==> config.mk <==
export PLATFORM = sky130hd
export DESIGN_NAME = sensor_angle_filter_top
export DESIGN_NICKNAME = d
export VERILOG_FILES = /design/src/rtl/core/saf_pkg.sv /design/src/rtl/core/saf_window.sv /design/src/rtl/core/saf_mac.sv /design/src/rtl/core/saf_ctrl.sv /design/src/rtl/core/sensor_angle_filter_top.sv
export SDC_FILE = /design/constraint.sdc
export NUM_CORES = 2
export LEC_CHECK = 0
export BUFFER_PORTS_ARGS = -buffer_cell sky130_fd_sc_hd__buf_2
export CAP_MARGIN = 20
export CORE_ASPECT_RATIO = 1.75
export CORE_MARGIN = 2
export CORE_UTILIZATION = 55
export DETAILED_ROUTE_END_ITERATION = 16
export PLACE_DENSITY = 0.75
export SYNTH_ARGS = -nofsm -noshare
export SYNTH_HDL_FRONTEND = slang
export SYNTH_SLANG_ARGS = --single-unit
==> constraint.sdc <==
create_clock -name clk -period 14.55 [get_ports clk]
set_input_delay 2.91 -clock clk [delete_from_list [all_inputs] [get_ports clk]]
set_output_delay 2.91 -clock clk [all_outputs]
set_load 0.02 [all_outputs]
==> src/rtl/core/saf_pkg.sv <==
// ----------------------------------------------------------------------------
// saf_pkg
// Shared types and constants of the sensor angle filter.
// ----------------------------------------------------------------------------
package saf_pkg;

    localparam int SAMPLE_W = 12;
    localparam int ANGLE_W  = 15;
    localparam int AVG_W    = 12;
    localparam int MV_W     = 13;
    localparam int CFG_W    = 15;

    localparam logic [SAMPLE_W-1:0] WINDOW_INIT = 12'd2048;
    localparam logic [10:0]         ADC_CLAMP   = 11'd2047;

    localparam int MAC_W   = 28;
    localparam int MAC_P_W = 2 * MAC_W;
    localparam int MAC_C_W = 40;

    // Exact division by 2047 for numerators below 2**26.
    localparam int          RECIP_SHIFT = 37;
    localparam logic [26:0] RECIP_2047  = 27'd67141649;
    localparam int          ROUND_2047  = 1023;

    localparam int MV_SCALE  = 3300;
    localparam int ALPHA     = 77;
    localparam int HALF_TURN = 11520;
    localparam int FULL_TURN = 23040;

    localparam logic [14:0] RANGE_RESET = 15'd23040;

    typedef enum logic [1:0] {
        REG_RANGE,
        REG_MIDPOINT,
        REG_OFFSET,
        REG_INVERT
    } reg_index_t;

    typedef struct packed {
        logic [CFG_W-1:0]        angle_range;
        logic [CFG_W-1:0]        angle_midpoint;
        logic signed [CFG_W-1:0] angle_offset;
        logic                    invert_polarity;
    } cfg_t;

    typedef struct packed {
        logic                      en;
        logic signed [MAC_W-1:0]   a;
        logic signed [MAC_W-1:0]   b;
        logic signed [MAC_C_W-1:0] c;
    } mac_req_t;

    typedef struct packed {
        logic wr_en;
        logic sum_update;
    } win_ctl_t;

    typedef enum logic [3:0] {
        ST_IDLE,
        ST_SUM,
        ST_AVG,
        ST_MV_NUM,
        ST_MV_DIV,
        ST_RAW_NUM,
        ST_RAW_DIV,
        ST_WRAP,
        ST_CLAMP,
        ST_DIFF,
        ST_SMOOTH,
        ST_UPDATE,
        ST_OUT
    } state_t;

endpackage

==> src/rtl/core/saf_window.sv <==
// ----------------------------------------------------------------------------
// saf_window
// Circular sample window with its running sum.
// ----------------------------------------------------------------------------
module saf_window #(
    parameter int DEPTH = 10,
    localparam int SUM_W = saf_pkg::SAMPLE_W + $clog2(DEPTH)
) (
    input  logic                          clk,
    input  logic                          rst_n,
    input  saf_pkg::win_ctl_t             ctl,
    input  logic [saf_pkg::SAMPLE_W-1:0]  sample_in,
    output logic [saf_pkg::SAMPLE_W-1:0]  sample,
    output logic [SUM_W-1:0]              sum
);

    localparam int              POS_W    = (DEPTH > 1) ? $clog2(DEPTH) : 1;
    localparam logic [POS_W-1:0] POS_LAST = POS_W'(DEPTH - 1);
    localparam logic [SUM_W-1:0] SUM_INIT = SUM_W'(2048 * DEPTH);

    logic [saf_pkg::SAMPLE_W-1:0] mem [DEPTH];
    logic [saf_pkg::SAMPLE_W-1:0] rd_reg;
    logic [saf_pkg::SAMPLE_W-1:0] sample_reg;
    logic [saf_pkg::SAMPLE_W-1:0] old_sample;
    logic                         old_valid_reg;
    logic [DEPTH-1:0]             valid_reg;
    logic [POS_W-1:0]             pos_reg;
    logic [POS_W-1:0]             pos_next;
    logic [SUM_W-1:0]             sum_reg;
    logic [SUM_W-1:0]             sum_next;

    // Entries never written since reset read as the initial window value.
    assign old_sample = old_valid_reg ? rd_reg : saf_pkg::WINDOW_INIT;
    assign pos_next   = (pos_reg == POS_LAST) ? '0 : pos_reg + 1'b1;
    assign sum_next   = sum_reg - SUM_W'(old_sample) + SUM_W'(sample_reg);

    always_ff @(posedge clk)
    begin
        if (ctl.wr_en)
        begin
            mem[pos_reg] <= sample_in;
            rd_reg       <= mem[pos_reg];
            sample_reg   <= sample_in;
        end
    end

    always_ff @(posedge clk or negedge rst_n)
    begin
        if (!rst_n)
        begin
            valid_reg     <= '0;
            old_valid_reg <= 1'b0;
            pos_reg       <= '0;
            sum_reg       <= SUM_INIT;
        end
        else
        begin
            if (ctl.wr_en)
            begin
                old_valid_reg      <= valid_reg[pos_reg];
                valid_reg[pos_reg] <= 1'b1;
                pos_reg            <= pos_next;
            end
            if (ctl.sum_update)
            begin
                sum_reg <= sum_next;
            end
        end
    end

    assign sample = sample_reg;
    assign sum    = sum_reg;

endmodule

==> src/rtl/core/saf_mac.sv <==
// ----------------------------------------------------------------------------
// saf_mac
// Shared signed multiply-add unit with a registered product.
// ----------------------------------------------------------------------------
module saf_mac (
    input  logic                                 clk,
    input  saf_pkg::mac_req_t                    req,
    output logic signed [saf_pkg::MAC_P_W-1:0]   prod
);

    logic signed [saf_pkg::MAC_P_W-1:0] mul;
    logic signed [saf_pkg::MAC_P_W-1:0] prod_next;
    logic signed [saf_pkg::MAC_P_W-1:0] prod_reg;

    assign mul       = req.a * req.b;
    assign prod_next = mul + saf_pkg::MAC_P_W'(req.c);

    always_ff @(posedge clk)
    begin
        if (req.en)
        begin
            prod_reg <= prod_next;
        end
    end

    assign prod = prod_reg;

endmodule

==> src/rtl/core/saf_ctrl.sv <==
// ----------------------------------------------------------------------------
// saf_ctrl
// Sequencer that steps one word through averaging, scaling and smoothing.
// ----------------------------------------------------------------------------
module saf_ctrl #(
    parameter int DEPTH = 10,
    localparam int SUM_W = saf_pkg::SAMPLE_W + $clog2(DEPTH)
) (
    input  logic                                clk,
    input  logic                                rst_n,
    input  saf_pkg::cfg_t                       cfg,
    input  logic                                in_valid,
    output logic                                in_ready,
    output saf_pkg::win_ctl_t                   win_ctl,
    input  logic [saf_pkg::SAMPLE_W-1:0]        sample,
    input  logic [SUM_W-1:0]                    sum,
    output saf_pkg::mac_req_t                   mac_req,
    input  logic signed [saf_pkg::MAC_P_W-1:0]  prod,
    output logic                                out_valid,
    input  logic                                out_ready,
    output logic [saf_pkg::ANGLE_W-1:0]         smoothed_angle,
    output logic [saf_pkg::AVG_W-1:0]           averaged_adc,
    output logic [saf_pkg::MV_W-1:0]            sample_millivolts
);

    localparam int MW    = saf_pkg::MAC_W;
    localparam int CW    = saf_pkg::MAC_C_W;
    localparam int K_D   = SUM_W + $clog2(DEPTH);
    localparam longint RECIP_D = ((longint'(1) << K_D) + longint'(DEPTH) - 1) / longint'(DEPTH);
    localparam int RS    = saf_pkg::RECIP_SHIFT;
    localparam int RW    = 18;
    localparam int SW    = 19;
    localparam int STW   = 25;
    localparam int DW    = 26;

    saf_pkg::state_t state_reg;
    saf_pkg::state_t state_next;

    logic [saf_pkg::AVG_W-1:0]    avg_reg;
    logic [saf_pkg::MV_W-1:0]     mv_reg;
    logic signed [RW-1:0]         rel_reg;
    logic signed [RW-1:0]         rel_next;
    logic signed [RW-1:0]         diff_raw;
    logic [15:0]                  scaled_angle;
    logic signed [SW-1:0]         shifted;
    logic signed [SW-1:0]         half_s;
    logic signed [SW-1:0]         clamped;
    logic signed [saf_pkg::ANGLE_W-1:0] angle_reg;
    logic signed [DW-1:0]         diff_reg;
    logic signed [DW-1:0]         diff_next;
    logic signed [STW-1:0]        smooth_reg;
    logic signed [DW-1:0]         rounded;
    logic signed [17:0]           result;
    logic signed [17:0]           result_pol;
    logic [10:0]                  avg_clamped;
    logic                         out_load;

    logic                         out_valid_reg;
    logic [saf_pkg::ANGLE_W-1:0]  out_angle_reg;
    logic [saf_pkg::AVG_W-1:0]    out_avg_reg;
    logic [saf_pkg::MV_W-1:0]     out_mv_reg;

    assign avg_clamped = (avg_reg > saf_pkg::AVG_W'(saf_pkg::ADC_CLAMP))
                         ? saf_pkg::ADC_CLAMP : avg_reg[10:0];

    // The wrap applies a single turn of correction.
    assign scaled_angle = prod[RS +: 16];
    assign diff_raw  = $signed({2'b00, scaled_angle}) - $signed({3'b000, cfg.angle_midpoint});
    always_comb
    begin
        rel_next = diff_raw;
        if (diff_raw > RW'(saf_pkg::HALF_TURN))
        begin
            rel_next = diff_raw - RW'(saf_pkg::FULL_TURN);
        end
        else if (diff_raw < -RW'(saf_pkg::HALF_TURN))
        begin
            rel_next = diff_raw + RW'(saf_pkg::FULL_TURN);
        end
    end

    assign shifted = SW'(rel_reg) + SW'(cfg.angle_offset);
    assign half_s  = $signed({5'b00000, cfg.angle_range[14:1]});
    always_comb
    begin
        clamped = shifted;
        if (shifted > half_s)
        begin
            clamped = half_s;
        end
        else if (shifted < -half_s)
        begin
            clamped = -half_s;
        end
    end

    assign diff_next  = DW'($signed({angle_reg, 8'h00})) - DW'(smooth_reg);
    assign rounded    = DW'(smooth_reg) + DW'(128);
    assign result     = rounded[DW-1:8];
    assign result_pol = cfg.invert_polarity ? -result : result;
    assign out_load   = !out_valid_reg || out_ready;

    always_comb
    begin
        state_next         = state_reg;
        in_ready           = 1'b0;
        win_ctl.wr_en      = 1'b0;
        win_ctl.sum_update = 1'b0;
        mac_req.en         = 1'b0;
        mac_req.a          = '0;
        mac_req.b          = '0;
        mac_req.c          = '0;
        unique case (state_reg)
            saf_pkg::ST_IDLE:
            begin
                in_ready      = 1'b1;
                win_ctl.wr_en = in_valid;
                if (in_valid)
                begin
                    state_next = saf_pkg::ST_SUM;
                end
            end
            saf_pkg::ST_SUM:
            begin
                win_ctl.sum_update = 1'b1;
                state_next         = saf_pkg::ST_AVG;
            end
            saf_pkg::ST_AVG:
            begin
                mac_req.en = 1'b1;
                mac_req.a  = MW'(sum);
                mac_req.b  = MW'(RECIP_D);
                state_next = saf_pkg::ST_MV_NUM;
            end
            saf_pkg::ST_MV_NUM:
            begin
                mac_req.en = 1'b1;
                mac_req.a  = MW'(sample);
                mac_req.b  = MW'(saf_pkg::MV_SCALE);
                mac_req.c  = CW'(saf_pkg::ROUND_2047);
                state_next = saf_pkg::ST_MV_DIV;
            end
            saf_pkg::ST_MV_DIV:
            begin
                mac_req.en = 1'b1;
                mac_req.a  = prod[MW-1:0];
                mac_req.b  = MW'(saf_pkg::RECIP_2047);
                state_next = saf_pkg::ST_RAW_NUM;
            end
            saf_pkg::ST_RAW_NUM:
            begin
                mac_req.en = 1'b1;
                mac_req.a  = MW'(avg_clamped);
                mac_req.b  = MW'(cfg.angle_range);
                mac_req.c  = CW'(saf_pkg::ROUND_2047);
                state_next = saf_pkg::ST_RAW_DIV;
            end
            saf_pkg::ST_RAW_DIV:
            begin
                mac_req.en = 1'b1;
                mac_req.a  = prod[MW-1:0];
                mac_req.b  = MW'(saf_pkg::RECIP_2047);
                state_next = saf_pkg::ST_WRAP;
            end
            saf_pkg::ST_WRAP:
            begin
                state_next = saf_pkg::ST_CLAMP;
            end
            saf_pkg::ST_CLAMP:
            begin
                state_next = saf_pkg::ST_DIFF;
            end
            saf_pkg::ST_DIFF:
            begin
                state_next = saf_pkg::ST_SMOOTH;
            end
            saf_pkg::ST_SMOOTH:
            begin
                mac_req.en = 1'b1;
                mac_req.a  = MW'(diff_reg);
                mac_req.b  = MW'(saf_pkg::ALPHA);
                mac_req.c  = CW'($signed({smooth_reg, 8'h80}));
                state_next = saf_pkg::ST_UPDATE;
            end
            saf_pkg::ST_UPDATE:
            begin
                state_next = saf_pkg::ST_OUT;
            end
            saf_pkg::ST_OUT:
            begin
                if (out_load)
                begin
                    state_next = saf_pkg::ST_IDLE;
                end
            end
            default:
            begin
                state_next = saf_pkg::ST_IDLE;
            end
        endcase
    end

    always_ff @(posedge clk or negedge rst_n)
    begin
        if (!rst_n)
        begin
            state_reg <= saf_pkg::ST_IDLE;
        end
        else
        begin
            state_reg <= state_next;
        end
    end

    always_ff @(posedge clk)
    begin
        case (state_reg)
            saf_pkg::ST_MV_NUM:  avg_reg   <= prod[K_D +: saf_pkg::AVG_W];
            saf_pkg::ST_RAW_NUM: mv_reg    <= prod[RS +: saf_pkg::MV_W];
            saf_pkg::ST_WRAP:    rel_reg   <= rel_next;
            saf_pkg::ST_CLAMP:   angle_reg <= clamped[saf_pkg::ANGLE_W-1:0];
            saf_pkg::ST_DIFF:    diff_reg  <= diff_next;
            default:
            begin
            end
        endcase
    end

    always_ff @(posedge clk or negedge rst_n)
    begin
        if (!rst_n)
        begin
            smooth_reg    <= '0;
            out_valid_reg <= 1'b0;
        end
        else
        begin
            if (state_reg == saf_pkg::ST_UPDATE)
            begin
                smooth_reg <= prod[8 +: STW];
            end
            if (state_reg == saf_pkg::ST_OUT && out_load)
            begin
                out_valid_reg <= 1'b1;
            end
            else if (out_ready)
            begin
                out_valid_reg <= 1'b0;
            end
        end
    end

    always_ff @(posedge clk)
    begin
        if (state_reg == saf_pkg::ST_OUT && out_load)
        begin
            out_angle_reg <= result_pol[saf_pkg::ANGLE_W-1:0];
            out_avg_reg   <= avg_reg;
            out_mv_reg    <= mv_reg;
        end
    end

    assign out_valid         = out_valid_reg;
    assign smoothed_angle    = out_angle_reg;
    assign averaged_adc      = out_avg_reg;
    assign sample_millivolts = out_mv_reg;

endmodule

==> src/rtl/core/sensor_angle_filter_top.sv <==
// The sequencer accepts a new sample word only after the last one is through, stepping a single
// shared multiply-add unit through six operations; a full output register
// that is not taken holds the sequencer in its last step.
// Reset: the window reads 2048 in every entry, the smoothing state is zero,
// and the registers take their reset values; no clearing pass is needed.
// ----------------------------------------------------------------------------
// sensor_angle_filter_top
// Angle sensor front end: moving average, angle scaling, exponential smoothing.
// ----------------------------------------------------------------------------
module sensor_angle_filter_top #(
    parameter int WINDOW_DEPTH = 10
) (
    input  logic        clk,
    input  logic        rst_n,
    input  logic        s_tvalid,
    output logic        s_tready,
    input  logic [15:0] s_tdata,   // [11:0] adc_sample
    output logic        m_tvalid,
    input  logic        m_tready,
    output logic [39:0] m_tdata,   // [14:0] smoothed_angle, [26:15] averaged_adc,
                                   // [39:27] sample_millivolts
    input  logic        psel,
    input  logic        penable,
    input  logic        pwrite,
    input  logic [3:0]  paddr,
    input  logic [31:0] pwdata,
    output logic [31:0] prdata,
    output logic        pready
);

    localparam int SUM_W = saf_pkg::SAMPLE_W + $clog2(WINDOW_DEPTH);

    saf_pkg::cfg_t       cfg_reg;
    saf_pkg::reg_index_t reg_index;
    saf_pkg::win_ctl_t   win_ctl;
    saf_pkg::mac_req_t   mac_req;
    logic                cfg_write;

    logic [saf_pkg::SAMPLE_W-1:0]        sample;
    logic [SUM_W-1:0]                    sum;
    logic signed [saf_pkg::MAC_P_W-1:0]  prod;
    logic [saf_pkg::ANGLE_W-1:0]         smoothed_angle;
    logic [saf_pkg::AVG_W-1:0]           averaged_adc;
    logic [saf_pkg::MV_W-1:0]            sample_millivolts;

    assign pready    = 1'b1;
    assign reg_index = saf_pkg::reg_index_t'(paddr[3:2]);
    assign cfg_write = psel && penable && pwrite && pready;

    always_ff @(posedge clk or negedge rst_n)
    begin
        if (!rst_n)
        begin
            cfg_reg.angle_range     <= saf_pkg::RANGE_RESET;
            cfg_reg.angle_midpoint  <= '0;
            cfg_reg.angle_offset    <= '0;
            cfg_reg.invert_polarity <= 1'b0;
        end
        else if (cfg_write)
        begin
            unique case (reg_index)
                saf_pkg::REG_RANGE:    cfg_reg.angle_range     <= pwdata[14:0];
                saf_pkg::REG_MIDPOINT: cfg_reg.angle_midpoint  <= pwdata[14:0];
                saf_pkg::REG_OFFSET:   cfg_reg.angle_offset    <= pwdata[14:0];
                saf_pkg::REG_INVERT:   cfg_reg.invert_polarity <= pwdata[0];
            endcase
        end
    end

    always_comb
    begin
        unique case (reg_index)
            saf_pkg::REG_RANGE:    prdata = 32'(cfg_reg.angle_range);
            saf_pkg::REG_MIDPOINT: prdata = 32'(cfg_reg.angle_midpoint);
            saf_pkg::REG_OFFSET:   prdata = {17'd0, cfg_reg.angle_offset};
            saf_pkg::REG_INVERT:   prdata = 32'(cfg_reg.invert_polarity);
        endcase
    end

    saf_window #(
        .DEPTH (WINDOW_DEPTH)
    ) u_window (
        .clk       (clk),
        .rst_n     (rst_n),
        .ctl       (win_ctl),
        .sample_in (s_tdata[11:0]),
        .sample    (sample),
        .sum       (sum)
    );

    saf_mac u_mac (
        .clk  (clk),
        .req  (mac_req),
        .prod (prod)
    );

    saf_ctrl #(
        .DEPTH (WINDOW_DEPTH)
    ) u_ctrl (
        .clk               (clk),
        .rst_n             (rst_n),
        .cfg               (cfg_reg),
        .in_valid          (s_tvalid),
        .in_ready          (s_tready),
        .win_ctl           (win_ctl),
        .sample            (sample),
        .sum               (sum),
        .mac_req           (mac_req),
        .prod              (prod),
        .out_valid         (m_tvalid),
        .out_ready         (m_tready),
        .smoothed_angle    (smoothed_angle),
        .averaged_adc      (averaged_adc),
        .sample_millivolts (sample_millivolts)
    );

    assign m_tdata = {sample_millivolts, averaged_adc, smoothed_angle};

endmodule
Word level (Yosys, flattened, before mapping)
Memories as Yosys holds them, arrays and structs flattened. A register that Yosys moved wholly into a read port is not among the register bits.
Index checks and enable logic that the tools add are counted.
- register bits after elaboration: 296
- bits in writable memories: 120
- bits of input ports: 59
- output and inout bits: 75
- logic and storage cells: 103
- memories kept: 1
- $add $sub $neg: 12
- multiply operators: 1
- order comparisons: 7
- equal/unequal tests: 18
- mux-type cells: 25
- bitwise operators: 1
- reduce and logical (&&, ||, !) cells: 16
- memories (name ; depth ; width ; rd ports ; clocked after Yosys merged registers in ; wr ports ; RTL line ; text):
    u_window.mem ; 10 ; 12 ; 1 ; 1 ; 1 ; saf_window.sv:21 ; logic [saf_pkg::SAMPLE_W-1:0] mem [DEPTH];
- operator list (operator ; count):
    $pmux 57 s5 ; 1
    $pmux 32 s4 ; 1
    $pmux 40 s2 ; 1
    $add 53x40->53 ; 1
    $mul 28x28->53 ; 1
    $pmux 4 s13 ; 1
    $mux 18 ; 2
    $mux 15 ; 2
    $sub 23x25->26 ; 1
    $eq 4x4->1 const B ; 6
    $add 23x9->23 const B ; 1
    $add 18x15->19 ; 1
    $gt 19x15->1 ; 1
    $lt 19x19->1 ; 1
    $neg 14->19 ; 1
    $add 18x16->18 const B ; 1
    $gt 18x15->1 const B ; 1
    $lt 18x15->1 const B ; 1
    $sub 18x16->18 const B ; 1
    $sub 16x15->17 ; 1
    $add 16x12->16 ; 1
    $eq 4x3->1 const B ; 4
    $sub 16x12->16 ; 1
    $neg 15->15 ; 1
    26 further kinds ; 46

Depth between registers and ports, before layout
- depth in word-level cells: 5
- gate-level depth with buffers: 36
- gate-level depth less buffers: 33

Hierarchy
From an unflattened synthesis, not the netlist that was laid out.
- cell total of the unflattened synthesis: 5198
- area, all modules: 53187.3 um^2
- modules (own cells, without submodules) (module ; times used ; cells each ; area an instance (um^2) ; sequential area each (um^2)):
    saf_mac ; 1 ; 3381 ; 32050.7 ; 1681.6
    saf_ctrl ; 1 ; 1129 ; 11044.3 ; 4474.3
    saf_window ; 1 ; 517 ; 7841.3 ; 5102.4
    sensor_angle_filter_top ; 1 ; 171 ; 2250.9 ; 1156.1

Worst setup path before layout
OpenSTA, ideal clock, no wires.
- path kind: register to register
- from: reg u_ctrl.state_reg[0]
- to: reg u_mac.prod_reg, in the netlist u_mac.prod[50], data pin
- setup time: 0.280 ns
- data arrival time: 8.488 ns
- required time: 14.270 ns
- path slack: 5.782 ns
- cell stages (with the launch flop): 33
- buffers on the path: 4
- clock period less this slack: 8.768 ns
- cell sequence: dfrtp_1 -> clkbuf_1 -> nand2_1 -> nor3_1 -> clkbuf_1 -> clkbuf_1 -> a21oi_1 -> clkbuf_1 -> nand2b_1 -> fa_1 -> inv_1 -> fa_1 -> fa_1 -> inv_1 -> fa_1 -> inv_1 -> fa_1 -> fa_1 -> fa_1 -> inv_1 -> fa_1 -> inv_1 -> ha_1 -> a21oi_1 -> nor2b_1 -> nor3_1 -> o41ai_1 -> a21oi_1 -> o41ai_1 -> o221ai_1 -> o21a_1 -> a21oi_1 -> o311ai_0
- longest elaborated chain between the ends: 5
- elaborated cells on any way between the ends: 12
- classes of those cells: add/sub (1); mul (1); eq/ne (6); mux (2); reduce/logical (2)
- ends and longest elaborated chain (element ; RTL line ; text):
    start, declared ; saf_ctrl.sv:36 ; saf_pkg::state_t state_reg;
    start signal, assigned ; saf_ctrl.sv:207 ; state_reg <= saf_pkg::ST_IDLE;
    start signal, assigned ; saf_ctrl.sv:211 ; state_reg <= state_next;
    $eq 4x3->1 ; saf_ctrl.sv:113 ; unique case (state_reg)
    $reduce_or 2->1 (no line) ; -- ;
    $pmux 57 s5 ; saf_ctrl.sv:113 ;
    $mul 28x28->53 ; saf_mac.sv:15 ; assign mul = req.a * req.b;
    $add 53x40->53 (*) ; saf_mac.sv:16 ; assign prod_next = mul + saf_pkg::MAC_P_W'(req.c);
    net u_mac.prod_next, one bit ; saf_mac.sv:12 ; logic signed [saf_pkg::MAC_P_W-1:0] prod_next;
    end signal, assigned ; saf_mac.sv:22 ; prod_reg <= prod_next;
    end, declared ; saf_mac.sv:13 ; logic signed [saf_pkg::MAC_P_W-1:0] prod_reg;
Mark *: on every way through the listed nets, which the timed path passes. The rest lies on a longest branch.
A chain may end at the register's enable or synchronous reset.

Final worst setup path
- from: reg u_ctrl.state_reg[3]
- to: reg u_mac.prod_reg, in the netlist u_mac.prod[50], data pin
The elaborated chain is that of the path after synthesis.

==> impl_metrics.ini <==
[synthesis]
synth_common_cells = inv_1, fa_1, edfxtp_1
yosysMostFrequentCell = inv_1
ys_seq_elements = 424
synth.cell_area_um2 = 41200
synth_area_leaders = fa_1, edfxtp_1, ha_1, inv_1, dfrtp_1
synth_cells = 3841
yosysSeqAreaShare_pct = 29.6
synth_area_leader_cell = fa_1
synth_flop_cell = edfxtp_1
avgSynthCellArea_um2 = 10.7
synth_cell_types = 98
synth-edff-count = 317
synth_top_area_share_pct = 27.3
synth-warning-count = 0
synthArstFlopShare_pct = 25.2

[drt]
totalWireLength_mm = 114
dr.pass1.iters = 5
remaining_drc_errors = 0
ant_nets = 0
vias = 28700
drtIter0Drc = 1903
avgViaCountPerCell = 5.70
wl_per_cell_um = 22.6

[global_route]
grt-ovfl-total = 0
grt_pass1_wl_mm = 176
grtUsageTotal_pct = 30.7
grt_pass1_vias = 31000
grt_max_degree = 72
antenna_found_initial = 2

[floorplan]
rows = 132
start_util_pct = 55.6
die_h_um = 366
io-pin-count = 134
core_area_um2 = 74000
die_w_um = 211
dieArea_um2 = 77100

[finish]
fin_util_pct = 60.3
largest_reg_flops = 120
drive_gt1_share_pct = 8.54
layout.nets = 4997
area_growth_pct = 8.43

[placement]
finalWeightedCongestion = 1.01
portBuffers = 92
place_hpwl_mm = 94.6

[cts]
cts.repair.resized = 0
cts_tree = done
cts-root-buf = clkbuf_16
cts_buffer_depth = 3
cts_buffers = 38
ctsHoldBuffers = 0
insertion_delay_ns = 0.58
htree_levels = 2
clkTransAtPathRegs_ns = 0.07
clock-sinks = 424
post_cts_buffers = 0

[setup_path]
end_kind = flip-flop
crit_slowest_cell = dfrtp_1
cpMostUsedCell = fa_1
worstPathArrival_ns = 11.43
cp-start-kind = flip-flop
critPathKind = reg2reg
path_max_fanout = 67
cp.required_ns = 14.83
cp_slowest_stage_delay_ns = 0.92

[sta]
tightest_slew_ns = 1.17
finalClockSkew_ns = 0.0390
setup_viol = 0
relSlewSlack_pct = 21.4
max_freq_mhz = 89.7
setup_tns_ns = 0
slew_violations = 0
rsz0062_at_grt = false
period_needed_ns = 11.14
fin_crit_sh_pct = 76.6
holdWs_ns = 0.420
finalHoldViolations = 0

[job]
maxCapViolCount = 0

[hold_path]
min_path_type = reg2reg

[status]
status = finished clean
==> cell usage in the layout, fill, tap and decap left out, types with 29 or more instances in the layout <==
cell | synthesis | final
inv_1 | 767 | 767
ha_1 | 308 | 308
nand2b_1 | 29 | 29
buf_4 | 18 | 33
xor2_1 | 32 | 32
nand3_1 | 55 | 55
clkbuf_16 | 0 | 39
nor3_1 | 50 | 44
nor2b_1 | 39 | 39
mux2i_1 | 43 | 43
edfxtp_1 | 317 | 317
dfrtp_1 | 101 | 100
a21oi_1 | 140 | 139
a211oi_1 | 34 | 34
o21ai_0 | 132 | 132
conb_1 | 2 | 186
mux2_2 | 49 | 49
fa_1 | 561 | 561
a21o_1 | 47 | 47
buf_2 | 0 | 91
nand2_1 | 273 | 273
nor2_1 | 230 | 224
xnor2_1 | 121 | 121
and2_1 | 56 | 56
==> per-stage QoR <==
step | setup WS [ns] | instances | cell area, µm²
6_report | 3.41 | 5038 | 44600
5_1_grt | 2.90 | 5037 | 44600
4_1_cts | 3.59 | 5035 | 44600
3_5_place_dp | 3.74 | 4965 | 43300
3_3_place_gp | 3.72 | 4959 | 43200
2_1_floorplan | 5.78 | 4025 | 41900
==> cells by family after synthesis <==
logic type                 synth area share (%)
other                                    0.0182
and+or+nand+nor                            9.60
AOI/OAI and AO/OA                          8.48
xor gates and xnor gates                   3.33
buffers and inverters                      8.40
adders and majority gates                  36.6
DFF                                        29.6
muxes                                      3.86
==> routing by layer <==
metal	GRT usage (%)	wire length, µm	vias up
li1	-	-	12800
met1	32.1	37100	14500
met2	55.0	59200	1069
met3	3.57	6120	425
met4	24.9	11600	0
met5	0	0	-
==> path summary, 6_finish.rpt <==
| check | start | end | slack, ns | depth (start not counted) |
|---|---|---|---|---|
| max | u_ctrl.state_reg[3] | u_mac.prod[50] | 3.41 | 29 |
| min | u_ctrl.mv_reg[5] | u_ctrl.sample_millivolts[5] | 0.42 | 0 |
| max reg2reg | u_ctrl.state_reg[3] | u_mac.prod[50] | 3.41 | 29 |
| min reg2reg | u_ctrl.mv_reg[5] | u_ctrl.sample_millivolts[5] | 0.42 | 0 |
| max in group asynchronous | rst_n | u_ctrl.smooth_reg[6] | 10.72 | 2 |
| min in group asynchronous | rst_n | u_ctrl.out_valid | 2.29 | 1 |
==> critical path, delay by kind of cell (launching register included) <==
kind / cells / cell delay, ns
DFF: 1 / 0.92
AOI/OAI and AO/OA: 9 / 2.97
and+or+nand+nor: 6 / 2.18
buffers and inverters: 5 / 0.89
adders and majority gates: 9 / 3.87
==> cell type report <==
class | count | area [µm²]
well taps | 938 | 1170
repair buffers | 132 | 793
clock inverters | 25 | 308
fillers | 6055 | 29400
diodes | 1 | 2.50
flip-flops and latches | 424 | 12200
multi-input cells | 2706 | 26300
inverters | 767 | 2880
clock buffers | 45 | 1010
Power is left out: the tool's default activity adds up to more than one toggle a clock period on the data nets, which glitch-free logic cannot reach.
